$ cat src/rtl/packed_pixel_format_unpacker_unit_assert.svh
// ----------------------------------------------------------------------------
// assertion macros for the packed pixel format unpacker
// ----------------------------------------------------------------------------
`ifndef PACKED_PIXEL_FORMAT_UNPACKER_UNIT_ASSERT_SVH
`define PACKED_PIXEL_FORMAT_UNPACKER_UNIT_ASSERT_SVH

// same-cycle implication, disabled during reset
`define PPFU_ASSERT_SAME(label, clk, rst, ante, cons) \
   label: assert property (@(posedge clk) disable iff (rst) (ante) |-> (cons)) \
      else $error("ppfu same-cycle check failed");

// next-cycle implication, disabled during reset
`define PPFU_ASSERT_NEXT(label, clk, rst, ante, cons) \
   label: assert property (@(posedge clk) disable iff (rst) (ante) |=> (cons)) \
      else $error("ppfu next-cycle check failed");

`endif

$ cat src/rtl/ppfu_pkg.sv
// ----------------------------------------------------------------------------
// ppfu_pkg
// shared types, format codes and component expansion functions
// ----------------------------------------------------------------------------
package ppfu_pkg;

   localparam int unsigned FMT_W = 4;

   // pixel format codes
   localparam logic [FMT_W-1:0] FMT_RGBA8888_WORD = 4'd0;
   localparam logic [FMT_W-1:0] FMT_RGB_BYTES     = 4'd1;
   localparam logic [FMT_W-1:0] FMT_RGBA_BYTES    = 4'd2;
   localparam logic [FMT_W-1:0] FMT_GRAY8         = 4'd3;
   localparam logic [FMT_W-1:0] FMT_RED8          = 4'd4;
   localparam logic [FMT_W-1:0] FMT_GREEN8        = 4'd5;
   localparam logic [FMT_W-1:0] FMT_BLUE8         = 4'd6;
   localparam logic [FMT_W-1:0] FMT_RGBA4444      = 4'd7;
   localparam logic [FMT_W-1:0] FMT_RGBA5551      = 4'd8;
   localparam logic [FMT_W-1:0] FMT_RGB332        = 4'd9;
   localparam logic [FMT_W-1:0] FMT_GRAY16        = 4'd10;
   localparam logic [FMT_W-1:0] FMT_RED16         = 4'd11;
   localparam logic [FMT_W-1:0] FMT_GREEN16       = 4'd12;
   localparam logic [FMT_W-1:0] FMT_BLUE16        = 4'd13;

   // register indexes
   localparam logic REG_PIXEL_FORMAT = 1'b0;

   localparam logic [15:0] FULL_SCALE = 16'hFFFF;

   typedef struct packed {
      logic [15:0] red;
      logic [15:0] green;
      logic [15:0] blue;
      logic [15:0] alpha;
      logic        alpha_present;
   } pix_result_type;

   // code * 65535 / 255 is exact: byte replicated
   function automatic logic [15:0] scale8(input logic [7:0] c);
      return {c, c};
   endfunction

   // code * 65535 / 15 is exact: nibble replicated
   function automatic logic [15:0] scale4(input logic [3:0] c);
      return {c, c, c, c};
   endfunction

   // 65535 = 31 * 2114 + 1, rounding adds one from code 16 up
   function automatic logic [15:0] scale5(input logic [4:0] c);
      return 16'({11'd0, c} * 16'd2114) + {15'd0, c[4]};
   endfunction

   // 65535 = 7 * 9362 + 1, rounding adds one from code 4 up
   function automatic logic [15:0] scale3(input logic [2:0] c);
      return 16'({13'd0, c} * 16'd9362) + {15'd0, c[2]};
   endfunction

   // code * 65535 / 3 is exact: two bits replicated
   function automatic logic [15:0] scale2(input logic [1:0] c);
      return {8{c}};
   endfunction

   // single bit gives zero or full scale
   function automatic logic [15:0] scale1(input logic c);
      return {16{c}};
   endfunction

endpackage

$ cat src/rtl/ppfu_csr.sv
// ----------------------------------------------------------------------------
// ppfu_csr
// apb-style register file holding the pixel format
// ----------------------------------------------------------------------------
module ppfu_csr (
   input  logic                        clock,
   input  logic                        reset,
   input  logic                        psel,
   input  logic                        penable,
   input  logic                        pwrite,
   input  logic [2:0]                  paddr,
   input  logic [31:0]                 pwdata,
   output logic [31:0]                 prdata,
   output logic [ppfu_pkg::FMT_W-1:0]  pixel_format
);

   logic                       wr_en;
   logic [ppfu_pkg::FMT_W-1:0] fmt_ff;
   logic [ppfu_pkg::FMT_W-1:0] fmt_in;

   // write beat completes in the access phase
   assign wr_en = psel && penable && pwrite && (paddr[2] == ppfu_pkg::REG_PIXEL_FORMAT);

   assign fmt_in = wr_en ? pwdata[ppfu_pkg::FMT_W-1:0] : fmt_ff;

   always_ff @(posedge clock) begin
      if (reset) begin
         fmt_ff <= ppfu_pkg::FMT_RGBA8888_WORD;
      end else begin
         fmt_ff <= fmt_in;
      end
   end

   // read back
   always_comb begin
      prdata = 32'd0;
      if (paddr[2] == ppfu_pkg::REG_PIXEL_FORMAT) begin
         prdata = {{(32-ppfu_pkg::FMT_W){1'b0}}, fmt_ff};
      end
   end

   assign pixel_format = fmt_ff;

endmodule

$ cat src/rtl/ppfu_convert.sv
// ----------------------------------------------------------------------------
// ppfu_convert
// unpacks one pixel word into normalized rgba under a given format
// ----------------------------------------------------------------------------
module ppfu_convert (
   input  logic [31:0]                 pixel_word,
   input  logic [ppfu_pkg::FMT_W-1:0]  pixel_format,
   output ppfu_pkg::pix_result_type    result
);

   logic [15:0] v8;
   logic [15:0] v16;

   assign v8  = ppfu_pkg::scale8(pixel_word[7:0]);
   assign v16 = pixel_word[15:0];

   // per-format field selection and expansion
   always_comb begin
      result.red           = 16'd0;
      result.green         = 16'd0;
      result.blue          = 16'd0;
      result.alpha         = ppfu_pkg::FULL_SCALE;
      result.alpha_present = 1'b0;
      unique case (pixel_format)
         ppfu_pkg::FMT_RGBA8888_WORD, ppfu_pkg::FMT_RGBA_BYTES: begin
            result.red           = ppfu_pkg::scale8(pixel_word[31:24]);
            result.green         = ppfu_pkg::scale8(pixel_word[23:16]);
            result.blue          = ppfu_pkg::scale8(pixel_word[15:8]);
            result.alpha         = ppfu_pkg::scale8(pixel_word[7:0]);
            result.alpha_present = 1'b1;
         end
         ppfu_pkg::FMT_RGB_BYTES: begin
            result.red   = ppfu_pkg::scale8(pixel_word[23:16]);
            result.green = ppfu_pkg::scale8(pixel_word[15:8]);
            result.blue  = ppfu_pkg::scale8(pixel_word[7:0]);
         end
         ppfu_pkg::FMT_GRAY8: begin
            result.red   = v8;
            result.green = v8;
            result.blue  = v8;
         end
         ppfu_pkg::FMT_RED8: begin
            result.red = v8;
         end
         ppfu_pkg::FMT_GREEN8: begin
            result.green = v8;
         end
         ppfu_pkg::FMT_BLUE8: begin
            result.blue = v8;
         end
         ppfu_pkg::FMT_RGBA4444: begin
            result.red           = ppfu_pkg::scale4(pixel_word[15:12]);
            result.green         = ppfu_pkg::scale4(pixel_word[11:8]);
            result.blue          = ppfu_pkg::scale4(pixel_word[7:4]);
            result.alpha         = ppfu_pkg::scale4(pixel_word[3:0]);
            result.alpha_present = 1'b1;
         end
         ppfu_pkg::FMT_RGBA5551: begin
            result.red           = ppfu_pkg::scale5(pixel_word[15:11]);
            result.green         = ppfu_pkg::scale5(pixel_word[10:6]);
            result.blue          = ppfu_pkg::scale5(pixel_word[5:1]);
            result.alpha         = ppfu_pkg::scale1(pixel_word[0]);
            result.alpha_present = 1'b1;
         end
         ppfu_pkg::FMT_RGB332: begin
            result.red   = ppfu_pkg::scale3(pixel_word[7:5]);
            result.green = ppfu_pkg::scale3(pixel_word[4:2]);
            result.blue  = ppfu_pkg::scale2(pixel_word[1:0]);
         end
         ppfu_pkg::FMT_GRAY16: begin
            result.red   = v16;
            result.green = v16;
            result.blue  = v16;
         end
         ppfu_pkg::FMT_RED16: begin
            result.red = v16;
         end
         ppfu_pkg::FMT_GREEN16: begin
            result.green = v16;
         end
         ppfu_pkg::FMT_BLUE16: begin
            result.blue = v16;
         end
         // undefined codes: black, opaque, no alpha
         default: begin
            result.red = 16'd0;
         end
      endcase
   end

endmodule

$ cat src/rtl/packed_pixel_format_unpacker_unit.sv
// ----------------------------------------------------------------------------
// packed_pixel_format_unpacker_unit: packed pixel word to normalized rgba
// the start beat passes the input register, then the result register, to the rsp_valid strobe
// throughput one pixel per cycle, busy stays low, set by the input register
// sync reset clears the pipeline valids and the format to rgba8888 word
// ----------------------------------------------------------------------------
`include "packed_pixel_format_unpacker_unit_assert.svh"

module packed_pixel_format_unpacker_unit (
   input  logic        clock,
   input  logic        reset,
   // input channel
   input  logic        start,
   output logic        busy,
   input  logic [31:0] req_pixel_word,
   // result channel
   output logic        rsp_valid,
   output logic [15:0] rsp_red_out,
   output logic [15:0] rsp_green_out,
   output logic [15:0] rsp_blue_out,
   output logic [15:0] rsp_alpha_out,
   output logic        rsp_alpha_present,
   // configuration port
   input  logic        psel,
   input  logic        penable,
   input  logic        pwrite,
   input  logic [2:0]  paddr,
   input  logic [31:0] pwdata,
   output logic [31:0] prdata,
   output logic        pready
);

   logic [ppfu_pkg::FMT_W-1:0] cfg_format;
   logic                       in_beat;

   logic                       s1_valid_ff;
   logic                       s1_valid_in;
   logic [31:0]                s1_word_ff;
   logic [31:0]                s1_word_in;
   logic [ppfu_pkg::FMT_W-1:0] s1_fmt_ff;
   logic [ppfu_pkg::FMT_W-1:0] s1_fmt_in;

   ppfu_pkg::pix_result_type   conv_result;
   logic                       out_valid_ff;
   logic                       out_valid_in;
   ppfu_pkg::pix_result_type   out_res_ff;
   ppfu_pkg::pix_result_type   out_res_in;

   // register file
   ppfu_csr u_csr (
      .clock        (clock),
      .reset        (reset),
      .psel         (psel),
      .penable      (penable),
      .pwrite       (pwrite),
      .paddr        (paddr),
      .pwdata       (pwdata),
      .prdata       (prdata),
      .pixel_format (cfg_format)
   );

   assign pready  = 1'b1;
   assign busy    = 1'b0;
   assign in_beat = start && !busy;

   // input register
   assign s1_valid_in = in_beat;
   assign s1_word_in  = in_beat ? req_pixel_word : s1_word_ff;
   assign s1_fmt_in   = in_beat ? cfg_format : s1_fmt_ff;

   always_ff @(posedge clock) begin
      if (reset) begin
         s1_valid_ff <= 1'b0;
      end else begin
         s1_valid_ff <= s1_valid_in;
      end
      s1_word_ff <= s1_word_in;
      s1_fmt_ff  <= s1_fmt_in;
   end

   // conversion logic
   ppfu_convert u_convert (
      .pixel_word   (s1_word_ff),
      .pixel_format (s1_fmt_ff),
      .result       (conv_result)
   );

   // result register
   assign out_valid_in = s1_valid_ff;
   assign out_res_in   = s1_valid_ff ? conv_result : out_res_ff;

   always_ff @(posedge clock) begin
      if (reset) begin
         out_valid_ff <= 1'b0;
      end else begin
         out_valid_ff <= out_valid_in;
      end
      out_res_ff <= out_res_in;
   end

   assign rsp_valid         = out_valid_ff;
   assign rsp_red_out       = out_res_ff.red;
   assign rsp_green_out     = out_res_ff.green;
   assign rsp_blue_out      = out_res_ff.blue;
   assign rsp_alpha_out     = out_res_ff.alpha;
   assign rsp_alpha_present = out_res_ff.alpha_present;

   // checks
   `PPFU_ASSERT_NEXT(a_beat_gives_result, clock, reset, in_beat, s1_valid_ff)
   `PPFU_ASSERT_NEXT(a_stage_gives_strobe, clock, reset, s1_valid_ff, rsp_valid)
   `PPFU_ASSERT_SAME(a_no_alpha_opaque, clock, reset, rsp_valid && !rsp_alpha_present,
      rsp_alpha_out == ppfu_pkg::FULL_SCALE)

endmodule
$ cat config.mk
export PLATFORM = sky130hd
export DESIGN_NAME = packed_pixel_format_unpacker_unit
export DESIGN_NICKNAME = d
export VERILOG_FILES = /design/src/rtl/ppfu_pkg.sv /design/src/rtl/ppfu_csr.sv /design/src/rtl/ppfu_convert.sv /design/src/rtl/packed_pixel_format_unpacker_unit.sv
export VERILOG_INCLUDE_DIRS = /design/src /design/src/rtl
export SDC_FILE = /design/constraint.sdc
export NUM_CORES = 1
export LEC_CHECK = 0
export ABC_CLOCK_PERIOD_IN_PS = 2400
export BUFFER_PORTS_ARGS = -buffer_cell sky130_fd_sc_hd__buf_2
export CORE_MARGIN = 2
export CORE_UTILIZATION = 52
export CTS_CLUSTER_DIAMETER = 150
export DETAILED_ROUTE_END_ITERATION = 16
export PLACE_DENSITY = 0.81
export SLEW_MARGIN = 25
export SYNTH_ARGS = -nofsm -noshare
export SYNTH_HDL_FRONTEND = slang
export SYNTH_SLANG_ARGS = --single-unit
$ cat constraint.sdc
create_clock -name clock -period 2.4 [get_ports clock]
set_input_delay 0.72 -clock clock [delete_from_list [all_inputs] [get_ports clock]]
set_output_delay 0.72 -clock clock [all_outputs]
set_load 0.02 [all_outputs]
==> results.sh <==
export IMPL_max_stage_delay_ns=0.59
export IMPL_cp_num_buf_inv=1
export IMPL_dr_pass1_iters=6
export IMPL_seq_area_frac_synth=0.519
export IMPL_drt_iter0_markers=569
export IMPL_fp_dieW_um=108
export IMPL_grt_pass1_wl_um=22200
export IMPL_yosys_register_bits=99
export IMPL_final_util=0.603
export IMPL_endpoint_kind="flop"
export IMPL_rows=37
export IMPL_routed_wl_um=14200
export IMPL_ff2ff_setup_slack_ns=0.33
export IMPL_synth_edf_count=93
export IMPL_route_detailed_drc=0
export IMPL_core_area_um2=10400
export IMPL_postPlaceCellArea_um2=6080
export IMPL_start_util=0.539
export IMPL_p_leak_nw=2.48
export IMPL_gp_congestion=0.948
export IMPL_postSynthAreaPerCell_um2=11.3
export IMPL_hpwlAfterDp_um=9760
export IMPL_setup_slack_ns=0.331
export IMPL_root_buffer="clkbuf_8"
export IMPL_drive_above_1_share=0.289
export IMPL_nNetsFinal=660
export IMPL_hp_class="flop to flop"
export IMPL_syn_inst=498
export IMPL_worstSetupPathType="flop to flop"
export IMPL_slowest_stage="nor4bb_1"
export IMPL_htreeDepth=3
export IMPL_track_usage=0.251
export IMPL_clockBufferDepth=2
export IMPL_cts_tree="yes"
export IMPL_antenna_cells=0
export IMPL_cp_max_fo=14
export IMPL_wl_per_cell_um=19.5
export IMPL_ir_drop_mv=0.345
export IMPL_ant_nets=0
export IMPL_slew_headroom=0.496
export IMPL_drv_cap=0
export IMPL_grt_pass1_vias=4164
export IMPL_fin_area_um2=6280
export IMPL_startpoint_type="flop"
export IMPL_p_per_area_nw_per_um2=619
export IMPL_hold_start="u_csr.pixel_format[1]"
export IMPL_finalPower_mw=3.89
export IMPL_fin_tns_setup_ns=0
export IMPL_rsz0062_at_grt="false"
export IMPL_grt_max_degree=58
export IMPL_grtUsageMet1=0.348
export IMPL_r2r_cells=5
export IMPL_antenna_found_initial=0
export IMPL_critical_path_required_ns=2.63
export IMPL_ctsResizeCount=0
export IMPL_rr_endpoint="rsp_blue_out[10]"
export IMPL_syn_cell_area_um2=5620
export IMPL_num_vias=4499
export IMPL_cts_sinks=99
export IMPL_crit_path_frequent_cell="o21ai_1"
export IMPL_boundaryPins=173
export IMPL_fin_skew_ns=0.00343
export IMPL_rr_startpoint="s1_fmt_ff[2]"
export IMPL_synth_distinct_cells=62
export IMPL_timing_hold_violations_final=0
export IMPL_min_path_cells=0
export IMPL_use_met3=0.0690
export IMPL_setup_viol=0
export IMPL_hold_end="s1_fmt_ff[1]"
export IMPL_portBuffers=112
export IMPL_clkTransAtPathRegs_ns=0.08
export IMPL_grt_busiest_layer="met2"
export IMPL_numCtsBuffers=9
export IMPL_synth_top_flop_cell="edfxtp_1"
export IMPL_ys_warn_count=0
export IMPL_die_area_um2=11600
export IMPL_area_delta_synth_final_pct=11.8
export IMPL_die_y_um=108
export IMPL_postCtsHoldBufs=0
export IMPL_period_share=0.862
export IMPL_synthArstFlopShare=0
export IMPL_crit_family="simple AND/OR/NAND/NOR gates"
export IMPL_worstPathArrival_ns=2.30
export IMPL_finalMaxSlewViolations=0
export IMPL_fin_crit_ns=2.07
export IMPL_grt_met2_usage=0.362
export IMPL_cp_cell_sequence="buf_4 -> nor4bb_1 -> o21ai_1 -> o21ai_1 -> a221o_1"
export IMPL_overflow=0
export IMPL_worst_pin_slew_ns=0.756
export IMPL_detail_route_vias_per_cell=6.18
export IMPL_post_cts_setup_buffer_count=0
export IMPL_fmax_ghz=0.483
export IMPL_insertion_delay_ns=0.36
export IMPL_yosys_area_top_type_share=0.497
export IMPL_yosys_area_top_type="edfxtp_1"
export IMPL_post_place_ws_ns=0.403
export IMPL_status="finished clean"
export IMPL_netlist_top_cells_area="edfxtp_1 (50%), buf_4 (5.7%), a22oi_1 (3.5%), a22o_1 (2.8%), o211ai_1 (2.8%)"
per-layer routing:
layer | share of wire | vias up
met4 | 0.048 | 0
met3 | 0.12 | 65
li1 | - | 2027
met1 | 0.40 | 2053
met5 | 0 | -
met2 | 0.43 | 354
layout by cell type (no fill, tap or decap), types with 14 or more instances in the layout:
cell type	count
nor2_1	18
nand2_1	34
o21ai_0	14
a22oi_1	26
conb_1	30
edfxtp_1	93
o211ai_1	21
a21oi_1	24
buf_2	112
buf_4	24
a22o_1	18
Yosys cell counts, types with 3 or more instances:
library cell / n
a21o_1: 3
a21oi_1: 24
a221o_1: 13
a22o_1: 18
a22oi_1: 26
a22oi_2: 3
a2bb2oi_1: 3
a31oi_1: 4
a32oi_1: 7
and2_1: 6
and3_1: 4
buf_2: 17
buf_4: 43
buf_6: 9
clkbuf_1: 17
dfxtp_1: 6
edfxtp_1: 93
inv_1: 6
mux2_2: 5
mux2i_1: 7
nand2_1: 34
nand2b_1: 12
nand3_1: 9
nand4_1: 3
nor2_1: 18
nor2b_1: 13
nor3_2: 3
o2111ai_1: 4
o211ai_1: 21
o21ai_0: 14
o21ai_1: 7
o221ai_1: 4
o22ai_1: 3
o2bb2ai_1: 3
worst max path at each step:
stage	from	to	slack [ns]	cells past startpoint
after floorplan	out_valid_in	rsp_alpha_out[10]	0.45	0
after global placement	s1_fmt_ff[3]	rsp_red_out[13]	0.45	5
after detailed placement	s1_fmt_ff[3]	rsp_red_out[7]	0.40	6
after CTS	s1_fmt_ff[3]	rsp_red_out[7]	0.37	6
after global routing	s1_fmt_ff[2]	rsp_green_out[9]	0.21	6
final	s1_fmt_ff[2]	rsp_blue_out[10]	0.33	5
logic make-up (layout without fill, tap and decap cells):
group | after synthesis | count (layout) | share of synthesized area
AOI/OAI and AO/OA | 167 | 167 | 0.224
xor gates and xnor gates | 1 | 1 | 0.00156
buffers and inverters | 95 | 161 | 0.110
DFF | 99 | 99 | 0.519
muxes | 13 | 13 | 0.0245
other | 2 | 30 | 0.00134
and+or+nand+nor | 121 | 121 | 0.119
layout make-up:
type                            count  area, um^2
Clock buffer                       14         163
Fill cell                         869        4140
Inverter                            7        26.3
Timing Repair Buffer              138         781
Sequential cell                    99        2910
Tap cell                          136         170
Clock inverter                      2        35.0
Multi-Input combinational cell    332        2190
through the flow:
| step | hold WS, ns | cells |
|---|---|---|
| detailed placement | 0.454 | 712 |
| floorplan | 0.422 | 526 |
| finish | 0.475 | 728 |
| global placement | 0.440 | 712 |
| global route | 0.495 | 728 |
| CTS | 0.477 | 728 |
power by group:
| part | switching (mW) | internal [mW] | leakage (nW) | total (mW) |
|---|---|---|---|---|
| clock | 0.512 | 0.539 | 0.101 | 1.05 |
| sequential | 0.112 | 2.03 | 0.943 | 2.14 |
| combinational | 0.441 | 0.258 | 1.43 | 0.699 |
| total | 1.06 | 2.82 | 2.48 | 3.89 |
state kept, by name, indices dropped and copies added (netlist names):
signal / cells
s1_word_ff: 32
rsp_blue_out: 16
rsp_green_out: 16
rsp_red_out: 16
rsp_alpha_out: 8
s1_fmt_ff: 4
u_csr.pixel_format: 4
out_valid_in: 1
rsp_alpha_present: 1
rsp_valid: 1
Note: power is estimated with default switching activity, not from simulation.
